`src/rtl/lru_stack_distance_miss_counter_assert.svh`:
```
// Assertion macros used by the block's top-level RTL.
`ifndef LRU_STACK_DISTANCE_MISS_COUNTER_ASSERT_SVH
`define LRU_STACK_DISTANCE_MISS_COUNTER_ASSERT_SVH

// Consequence must hold in the same cycle as the antecedent.
`define LSDMC_ASSERT_SAME(label, clk, rst_n, ante, cons, msg) \
    label: assert property (@(posedge clk) disable iff (!rst_n) (ante) |-> (cons)) \
        else $error(msg);

// Consequence must hold in the cycle after the antecedent.
`define LSDMC_ASSERT_NEXT(label, clk, rst_n, ante, cons, msg) \
    label: assert property (@(posedge clk) disable iff (!rst_n) (ante) |=> (cons)) \
        else $error(msg);

`endif

```
`src/rtl/lsdmc_pkg.sv`:
```
package lsdmc_pkg;

    localparam int ADDR_BITS_DEF = 12;
    localparam int TIME_BITS_DEF = 16;
    localparam int LEVELS_DEF    = 4;

    localparam int SIZE_REGS   = 4;
    localparam int ACT_W       = 3;
    localparam int SIZE_W      = 13;
    localparam int CFG_INDEX_W = 3;
    localparam int CFG_DATA_W  = 13;
    localparam int COUNT_W     = 32;
    localparam int LEVEL_W     = 2;

    localparam logic [CFG_INDEX_W-1:0] CFG_ACTIVE_LEVELS = 3'd0;
    localparam logic [CFG_INDEX_W-1:0] CFG_SIZE_ZERO     = 3'd1;
    localparam logic [CFG_INDEX_W-1:0] CFG_SIZE_ONE      = 3'd2;
    localparam logic [CFG_INDEX_W-1:0] CFG_SIZE_TWO      = 3'd3;
    localparam logic [CFG_INDEX_W-1:0] CFG_SIZE_THREE    = 3'd4;

    localparam logic [ACT_W-1:0]  ACTIVE_RESET = 3'd4;
    localparam logic [SIZE_W-1:0] SIZE_RESET [SIZE_REGS] = '{13'd64, 13'd256, 13'd1024, 13'd4096};

    localparam logic MODE_REPORT = 1'b1;

    typedef struct packed {
        logic               clr_step;
        logic               cap_in;
        logic               ovf_set;
        logic               cold_upd;
        logic               walk_start;
        logic               walk_rd;
        logic               walk_wr;
        logic               dist_calc;
        logic               lvl_upd;
        logic               emit_load;
        logic               emit_last;
        logic               emit_clear;
        logic [LEVEL_W-1:0] emit_idx;
    } t_cmd;

    typedef struct packed {
        logic             clr_done;
        logic             mode;
        logic             time_full;
        logic             prev_zero;
        logic             out_free;
        logic             ovf;
        logic [ACT_W-1:0] lvl_count;
    } t_stat;

endpackage

```
`src/rtl/lsdmc_ctrl.sv`:
```
module lsdmc_ctrl #(
    parameter int TIME_BITS = lsdmc_pkg::TIME_BITS_DEF
) (
    input  logic             i_clk,
    input  logic             i_rst_n,
    input  logic             i_in_valid,
    output logic             o_in_stall,
    input  lsdmc_pkg::t_stat i_stat,
    output lsdmc_pkg::t_cmd  o_cmd
);

    localparam int ACT_W   = lsdmc_pkg::ACT_W;
    localparam int LEVEL_W = lsdmc_pkg::LEVEL_W;
    localparam int STEP_W  = $clog2(TIME_BITS + 1);

    localparam logic [2:0] S_CLEAR = 3'd0;
    localparam logic [2:0] S_IDLE  = 3'd1;
    localparam logic [2:0] S_CHECK = 3'd2;
    localparam logic [2:0] S_WALK  = 3'd3;
    localparam logic [2:0] S_DIST  = 3'd4;
    localparam logic [2:0] S_LEVEL = 3'd5;
    localparam logic [2:0] S_EMIT  = 3'd6;

    logic [2:0]         r_state, n_state;
    logic [STEP_W-1:0]  r_step, n_step;
    logic [LEVEL_W-1:0] r_idx, n_idx;

    always_comb begin
        n_state = r_state;
        n_step  = r_step;
        n_idx   = r_idx;
        o_cmd   = '0;
        o_cmd.emit_idx  = r_idx;
        o_cmd.emit_last = ((ACT_W'(r_idx) + ACT_W'(1)) == i_stat.lvl_count);
        case (r_state)
            S_CLEAR: begin
                o_cmd.clr_step = 1'b1;
                if (i_stat.clr_done) begin
                    n_state = S_IDLE;
                end
            end
            S_IDLE: begin
                if (i_in_valid) begin
                    o_cmd.cap_in = 1'b1;
                    n_state      = S_CHECK;
                end
            end
            S_CHECK: begin
                if (i_stat.mode == lsdmc_pkg::MODE_REPORT) begin
                    n_idx   = '0;
                    n_state = S_EMIT;
                end else if (i_stat.time_full) begin
                    o_cmd.ovf_set = 1'b1;
                    n_state       = S_IDLE;
                end else if (i_stat.prev_zero) begin
                    o_cmd.cold_upd = 1'b1;
                    n_state        = S_IDLE;
                end else begin
                    o_cmd.walk_start = 1'b1;
                    n_step           = '0;
                    n_state          = S_WALK;
                end
            end
            S_WALK: begin
                // read one tree level per cycle, update the level read the cycle before
                o_cmd.walk_rd = (r_step != STEP_W'(TIME_BITS));
                o_cmd.walk_wr = (r_step != '0);
                if (r_step == STEP_W'(TIME_BITS)) begin
                    n_state = S_DIST;
                end else begin
                    n_step = r_step + STEP_W'(1);
                end
            end
            S_DIST: begin
                o_cmd.dist_calc = 1'b1;
                n_state         = S_LEVEL;
            end
            S_LEVEL: begin
                o_cmd.lvl_upd = 1'b1;
                n_state       = S_IDLE;
            end
            S_EMIT: begin
                if (i_stat.out_free) begin
                    o_cmd.emit_load = 1'b1;
                    if (o_cmd.emit_last) begin
                        o_cmd.emit_clear = 1'b1;
                        n_state          = S_IDLE;
                    end else begin
                        n_idx = r_idx + LEVEL_W'(1);
                    end
                end
            end
            default: begin
                n_state = S_IDLE;
            end
        endcase
    end

    always_ff @(posedge i_clk) begin
        if (!i_rst_n) begin
            r_state <= S_CLEAR;
            r_step  <= '0;
            r_idx   <= '0;
        end else begin
            r_state <= n_state;
            r_step  <= n_step;
            r_idx   <= n_idx;
        end
    end

    assign o_in_stall = (r_state != S_IDLE);

endmodule

```
`config.mk`:
```
export PLATFORM = sky130hd
export DESIGN_NAME = lsdmc_ctrl
export DESIGN_NICKNAME = d
export VERILOG_FILES = /design/src/rtl/lru_stack_distance_miss_counter_assert.svh /design/src/rtl/lsdmc_pkg.sv /design/src/rtl/lsdmc_ctrl.sv
export SDC_FILE = /design/constraint.sdc
export NUM_CORES = 1
export LEC_CHECK = 0
export BUFFER_PORTS_ARGS = -buffer_cell sky130_fd_sc_hd__clkbuf_2
export CAP_MARGIN = 20
export CORE_UTILIZATION = 47
export CTS_BUF_LIST = sky130_fd_sc_hd__clkbuf_16
export CTS_CLUSTER_DIAMETER = 30
export DETAILED_ROUTE_END_ITERATION = 10
export GPL_ROUTABILITY_DRIVEN = 0
export PLACE_DENSITY = 0.76
export SLEW_MARGIN = 10
export SYNTH_ARGS = -nofsm -noshare
export SYNTH_HDL_FRONTEND = slang
export SYNTH_SLANG_ARGS = --single-unit
```
`constraint.sdc`:
```
create_clock -name i_clk -period 2.1 [get_ports i_clk]
set_input_delay 0.21 -clock i_clk [delete_from_list [all_inputs] [get_ports i_clk]]
set_output_delay 0.21 -clock i_clk [all_outputs]
set_load 0.005 [all_outputs]
```
* Yosys cells after proc, flatten, opt, wreduce, memory -nomap -nowiden
Cells that the tools add are included.
** Storage, ports and cells
- Input port bits :: 12
- Output and inout bits :: 15
- Logic and storage cells :: 69
- Bits in latches :: 0
- Memory bits (read-only) :: 0
- Bits in registers :: 10
- RAM bits :: 0
- Memories :: 0
** Cells by class
- Equality and inequality tests :: 21
- Mux-type cells :: 35
- Multipliers :: 0
- Add/sub/neg operators :: 3
- Divide/modulo/power cells :: 0
- Reduce and logical (&&, ||, !) cells :: 7
- Bitwise logic cells :: 0
- Magnitude comparators :: 0
- Shift operators :: 0
** Operators with widths (count)
- $mux W3 :: 9
- $ne A2 B2 Y1 const B :: 11
- $mux W5 :: 4
- $pmux W3 S6 :: 1
- $mux W1 :: 13
- $mux W2 :: 6
- $pmux W5 S2 :: 1
- $reduce_and A5 Y1 :: 2
- $eq A3 B3 Y1 const B :: 3
- $eq A3 B2 Y1 const B :: 2
- $add A5 B1 Y5 const B :: 1
- $eq A5 B5 Y1 const B :: 1
- $ne A5 B5 Y1 const B :: 1
- $reduce_bool A5 Y1 :: 1
- $pmux W2 S2 :: 1
- $reduce_and A4 Y1 :: 1
- $reduce_bool A2 Y1 :: 2
- $add A2 B1 Y3 const B :: 1
- $eq A3 B1 Y1 const B :: 1
- $eq A3 B3 Y1 :: 1
- $logic_not A3 Y1 :: 1
- $ne A3 B1 Y1 const B :: 1
- $add A2 B1 Y2 const B :: 1

* Logic depth before layout (Yosys ltp)
Gate-level depths: netlist of run 1.
- Depth after elaboration :: 5
- Gate-level depth with buffers :: 6
- Depth with buffers taken out :: 6

* Worst setup path before layout of run 1
OpenSTA, ideal clock, no wires.
- Kind :: register to register
- Start point :: register r_idx[0]
- End point :: register r_state[1]
- Clock period less this slack :: 1.741 ns
- Buffers on the path :: 0
- Data required time :: 1.980 ns
- Setup slack :: 0.359 ns
- Setup time :: 0.120 ns
- Cell stages (with the launch flop) :: 6
- Data arrival time :: 1.621 ns
- Cell sequence :: dfxtp_1 ha_1 xor2_1 nor3b_1 a31oi_1 o31a_1
** RTL lines
- start, declared :: RTL line lsdmc_ctrl.sv:26 : logic [LEVEL_W-1:0] r_idx, n_idx;
- start signal, assigned :: RTL line lsdmc_ctrl.sv:107 : r_idx <= n_idx;
- end signal, assigned :: RTL line lsdmc_ctrl.sv:105 : r_state <= n_state;
- end, declared :: RTL line lsdmc_ctrl.sv:24 : logic [2:0] r_state, n_state;

==> impl_results.md, run 1 <==
* Worst setup path class: register to output port
* GRT Residual Overflow at 0
* CTS clk-pin slew, worst paths at 0.04 ns
* Worst path cell trace: ha_1 -> xor2_1 -> nor3b_2 -> and2_1 -> clkbuf_2
* Layout cell share with drive strength beyond 1 at approximately a third
* Syn_area_per_cell at 8.26 um2
* Max Slew Vio Count at 0
* Tcrit/Tclk final at approximately 89%
* Vias in the first global route at about 600
* CP max stage delay at ~0.40 ns
* FFs w/ async S/R, synth at 0%
* CP delay by family, top: simple AND/OR/NAND/NOR gates
* WP data required at 1.89 ns
* Type of destination of the critical path: output port
* Post CTS Setup Buffer Count at 0
* Setup WS pre-CTS at roughly 0.24 ns
* Post-layout minimum cycle time at between 1.5 and 2 ns
* Die area at ~1700 um2
* Yosys reg bits at 10
* Vias at just under 800
* IO Count at 27
* Worst hold path class: input port to register
* # nets final at between 100 and 150
* Startpoint Class: register
* Worst-Margin Slew at 0.431 ns
* CP max-delay cell: dfxtp_1
* Clock skew at between 0.001 and 0.0015 ns
* Synth top area share at between 20% and 30%
* Latest clock arrival within the worst-skew pair at approximately 0.23 ns
* First-pass GRT wire length at about 2600 um
* CP max FO at 5
* Drt total wl at between 1500 and 2000 um
* Netlist Area Pre-Place at about 730 um2
* Status: complete, no violations
* Fmax at 0.535 GHz
* Synth Instances at slightly below 90
* Max Cap Viol at 0
* Most common cell in the netlist: dfxtp_1
* Port-buffer cells at 25
* Peak supply drop at roughly 0.47 mV
* CTS max path bufs at 2
* Number of cell rows at 13
* Dpl hpwl at about 1300 um
* Die height at between 40 and 50 um
* Via-per-instance ratio at ~6
* Layout fillers at 111
* Top_reg_cell synth: dfxtp_1
* Distinct cells, synth at 36
* Number of DRC markers in iteration 0 at between 40 and 50
* Synth Warn # at 0
* DRC violations left at 0
* Worst relative slew slack at 71.2%
* Post-synth top area cell: dfxtp_1
* Worst path arrival time at about 1.7 ns
* Worst Path Buf+Inv at 1
* Number of synthesized flops with an enable pin at 0
* RSZ-0062 raised after global routing: false
* Sink Count at 10
* Register area share after synthesis at 27.5%
* Final-report hold violation count at 0
* Syn nets at approximately 100
* Leakage power figure at 0.000444 uW
* Number of buffers created by CTS at 3
* Post-synth top cells: dfxtp_1 (10), nor2_1 (8), inv_1 (7)
* First drt pass iteration count at 5
* Pwr per Cell Area at 739 nW/um2
* Total GRT Usage at a little under a quarter
* CTS tree: done
* H-Tree Depth at 1
* Area growth syn-to-layout at 31.2%
* ANT nets after route at 0
* PnR worst setup slack at about 0.23 ns
* Final setup viols at 0
* Starting Density at about 53%
* Setup_tns at 0 ns
* Largest cells by area after synthesis: dfxtp_1 (28%), ha_1 (5.2%), nor2_1 (4.1%), inv_1 (3.6%), o31a_1 (3.6%)
* Antenna violations before repair at 0
* Inserted Diodes at 0
* Hold WS at 0.257 ns
* Chip Width at 41.3 um
* Largest net degree at the start of global routing at 14
* Root Buffer: clkbuf_16
* Mean routed wirelength per cell at roughly 14 um
* Core Box Area at 1370 um2
## layout by cell type, fill, tap and decap left out
cell type and n:
a31oi_1 4, nand2b_1 1, nor2_1 8, mux2i_1 2, nand3b_1 2, xor2_1 1
nor3_1 4, dfxtp_1 10, nor3b_2 1, mux2_2 1, o32ai_1 1, o31a_1 3
o21ai_0 2, a41o_1 1, nor2b_1 3, and4bb_2 1, nand4bb_1 1, ha_1 3
or2_2 1, nand3_1 2, inv_1 7, and2_1 1, nand4_1 1, or4b_4 1
a21o_1 1, and3b_1 1, nand2_1 6, nor3b_1 1, a21oi_1 5, a32oi_1 1
o32a_4 1, o311a_1 2, clkbuf_2 25, buf_4 3, and3_1 3, clkbuf_16 3
xnor2_1 2
## metal layers
layer  vias to the layer above  share of wire [%]  GRT usage (%)
li1                        387                  -              -
met1                       344                 41           28.3
met2                        38                 49           40.2
met3                         4                8.9           7.98
met4                         0               0.87           6.45
met5                         -                  0              0
## area by class of cell
class / instances / area [um2] / area share [%]
Multi-Input combinational cell: 68 / 485 / 50.9
Timing Repair Buffer: 28 / 148 / 15.5
Inverter: 7 / 26.3 / 2.76
Clock buffer: 3 / 75.1 / 7.87
Tap cell: 15 / 18.8 / 1.97
Sequential cell: 10 / 200 / 21.0
## path summary, 6_finish.rpt
path         cells past startpoint                endpoint  slack [ns]                    start
max                              5                o_cmd[2]        0.23    r_idx[0]$_SDFFE_PN0P_
min                              2  r_step[3]$_SDFFE_PN0P_        0.26                  i_rst_n
max reg2reg                      4  r_step[2]$_SDFFE_PN0P_        0.27  r_state[1]$_SDFFE_PN0P_
min reg2reg                      2   r_idx[1]$_SDFFE_PN0P_        0.50    r_idx[1]$_SDFFE_PN0P_
## timing repair
action | in CTS | in global routing
hold buffers | 0 | 0
gates resized for setup | 0 | 1
setup endpoints to repair | 0 | 1
endpoints found under the hold margin | 0 | 0
## logic make-up (layout without fill, tap and decap cells)
logic type      count (synthesis)  count (layout)  synth area share (%)
buf+inv                        10              38                  6.37
compound gates                 21              21                  22.5
xor+xnor                        3               3                  3.62
mux                             3               3                  4.30
flops                          10              10                  27.5
simple gates                   38              38                  30.5
fa+ha+maj                       3               3                  5.16
## power by group
group,switching (uW),total [uW],internal [uW],leakage [uW]
Combinational,83.7,160,75.9,0.000326
Clock,83.8,330,246,0.0000370
Sequential,13.3,215,201,0.0000810
Total,181,705,524,0.000444
## worst reg2reg max path: stages (launching register included)
cell     delay (ns)
dfxtp_1        0.48
or4b_4         0.52
o32a_4         0.35
o21ai_0        0.24
a21oi_1        0.11
## sequential cells by signal, summed over array words and instances, names as in the netlist
signal and cells:
r_state 3, r_step 5, r_idx 2
## metrics by stage
step,std cells,power (uW),instance area (um2),util [%]
detailed placement,128,373,873,63.9
CTS,131,711,948,69.4
global placement,128,370,873,63.9
floorplan,88,321,727,-
finish,131,705,953,69.8
global route,131,743,953,69.8
Power figures use the tool's default switching activity.
==> run 2: changes to the inputs <==
--- a/config.mk
+++ b/config.mk
@@ -12,7 +12,7 @@
 export CTS_CLUSTER_DIAMETER = 30
 export DETAILED_ROUTE_END_ITERATION = 10
 export GPL_ROUTABILITY_DRIVEN = 0
-export PLACE_DENSITY = 0.76
+export PLACE_DENSITY_LB_ADDON = 0.12
 export SLEW_MARGIN = 10
 export SYNTH_ARGS = -nofsm -noshare
 export SYNTH_HDL_FRONTEND = slang
==> run 2 against run 1 <==
  * Sequential cell count unchanged
  * Clock-buffer cell count unchanged
  * Fmax increased by 0.76%
  * Global-route usage increased by 1.1 points
  * Design area decreased by 1.2%
  * Critical path type unchanged
  * Critical endpoint unchanged
==> impl_results.md, run 2 (same netlist as run 1, synthesis figures left out) <==
* Status: complete, no violations
* Core Box Area at 1370 um2
* Setup_tns at 0 ns
* CTS max path bufs at 2
* Layout fillers at ~130
* Port-buffer cells at 25
* Commonest non-fill, non-tap cells in the layout: clkbuf_2 (25), dfxtp_1 (10), nor2_1 (8)
* Mean routed wirelength per cell at roughly 13 um
* Combinational group share of total power at between 10% and 20%
* Die height at 41.3 um
* Internal at slightly above 500 uW
* GRT Residual Overflow at 0
* Biggest regs: r_step: 5 flops, r_state: 3 flops, r_idx: 2 flops
* Final setup viols at 0
* CP max FO at 5
* Total GRT Usage at 24.8%
* Latest clock arrival within the worst-skew pair at about 0.23 ns
* Sw Ratio at about a quarter
* # nets final at 131
* Max Cap Viol at 0
* Worst hold path class: input port to register
* Area growth syn-to-layout at 29.6%
* Largest net degree at the start of global routing at 13
* Number of DRC markers in iteration 0 at 25
* Multi-input logic area at roughly 490 um2
* Register area at around 200 um2
* Dpl hpwl at 1230 um
* Clock power frac at between 40% and 50%
* Max reg flops at 5
* Worst relative slew slack at between 60 and 70%
* Die area at roughly 1700 um2
* Antenna violations before repair at 0
* Pwr per Cell Area at roughly 740 nW/um2
* Most common cell after layout, fill and taps aside: clkbuf_2
* Sink Count at 10
* CP max-delay cell: dfxtp_1
* CTS clk-pin slew, worst paths at 0.04 ns
* Drt total wl at about 1700 um
* Biggest register: r_step
* Worst r2r src: r_state[1]$_SDFFE_PN0P_
* Post CTS Setup Buffer Count at 0
* Max Slew Vio Count at 0
* Slack of the worst reg-to-reg path at 0.32 ns
* Startpoint Class: register
* Vias at ~760
* Worst path cell trace: ha_1 -> xor2_1 -> nor3b_2 -> and2_1 -> clkbuf_2
* ANT nets after route at 0
* Layout cell share with drive strength beyond 1 at roughly 30%
* Final-report hold violation count at 0
* DRC violations left at 0
* Via-per-instance ratio at a little under 6
* Worst hold start: i_rst_n
* First-pass GRT wire length at 2720 um
* CTS tree: done
* R2R depth at 3
* Type of destination of the critical path: output port
* Hold path endpoint: r_step[3]$_SDFFE_PN0P_
* H-Tree Depth at 1
* Starting Density at a little over half
* IO Count at 27
* Seq pwr share at 31.7%
* Vias in the first global route at 632
* Root Buffer: clkbuf_16
* Fmax at 0.539 GHz
* Number of cell rows at 13
* Number of buffers created by CTS at 3
* Clock skew at around 0.00083 ns
* Inserted Diodes at 0
* Reg2reg end: r_step[3]$_SDFFE_PN0P_
* Pwr Total at between 700 and 800 uW
* WP data required at roughly 1.9 ns
* Chip Width at 41.3 um
* Post-layout minimum cycle time at approximately 1.9 ns
* First drt pass iteration count at 4
* RSZ-0062 raised after global routing: false
* Tcrit/Tclk final at between 80% and 90%
* Worst-Margin Slew at between 0.4 and 0.5 ns
* Worst hold path depth at 2
* Worst path arrival time at 1.65 ns
* Final core utilization at between 60% and 70%
* Worst setup path class: register to output port
* CP max stage delay at ~0.4 ns
* Peak supply drop at about 0.47 mV
* Leakage power figure at between 0.0004 and 0.0005 uW
* Net Sw Power at between 150 and 200 uW
==> run 2: timing repair <==
item	4_1_cts	5_1_grt
hold buffers	0	0
resized for setup	0	1
endpoints found under the setup margin	0	1
==> run 2: power groups by stage <==
stage,Clock (uW),Sequential (uW),Combinational (uW)
2_1_floorplan,0,209,112
3_3_place_gp,0,224,134
3_5_place_dp,0,225,136
4_1_cts,346,221,138
5_1_grt,354,225,157
6_report,340,222,139
==> run 2: layout make-up <==
class | count | share of cell area [%]
sequential | 10 | 21.2
tap | 15 | 1.99
clock buffer | 3 | 7.97
timing repair buffer | 26 | 14.1
inverter | 7 | 2.79
clock inverter | 1 | 0.398
multi-input combinational | 68 | 51.5
==> run 2: per-layer routing <==
metal | up-vias | track usage (%) | wire, um
li1 | 382 | - | -
met1 | 348 | 33.9 | 797
met2 | 29 | 37.1 | 751
met3 | 2 | 4.79 | 110
met4 | 0 | 12.1 | 13
met5 | - | 0 | 0
==> run 2: critical path: cells and delay by family, from the launching register on <==
| family | cells | cell delay [ns] |
|---|---|---|
| fa+ha+maj | 1 | 0.28 |
| xor+xnor | 1 | 0.19 |
| simple gates | 2 | 0.46 |
| buf+inv | 1 | 0.10 |
| flops | 1 | 0.40 |
==> run 2: per-stage QoR <==
step	std cells	setup WS, ns	cell area (um2)	hold WS, ns
final	130	0.245	942	0.252
after global routing	130	0.162	942	0.263
after CTS	130	0.0926	937	0.252
after detailed placement	126	0.300	858	0.486
after global placement	126	0.317	858	0.464
after floorplan	88	0.359	727	0.341
==> run 2: how the worst max path moves through the flow <==
stage / from / end / slack (ns) / depth (start not counted)
final: r_idx[0]$_SDFFE_PN0P_ / o_cmd[2] / 0.24 / 5
after global routing: r_idx[0]$_SDFFE_PN0P_ / o_cmd[2] / 0.16 / 5
after CTS: r_idx[0]$_SDFFE_PN0P_ / o_cmd[2] / 0.09 / 5
after detailed placement: r_idx[0]$_SDFFE_PN0P_ / r_state[1]$_SDFFE_PN0P_ / 0.30 / 5
after global placement: r_idx[0]$_SDFFE_PN0P_ / r_state[1]$_SDFFE_PN0P_ / 0.32 / 5
after floorplan: r_idx[0]$_SDFFE_PN0P_ / r_state[1]$_SDFFE_PN0P_ / 0.36 / 5
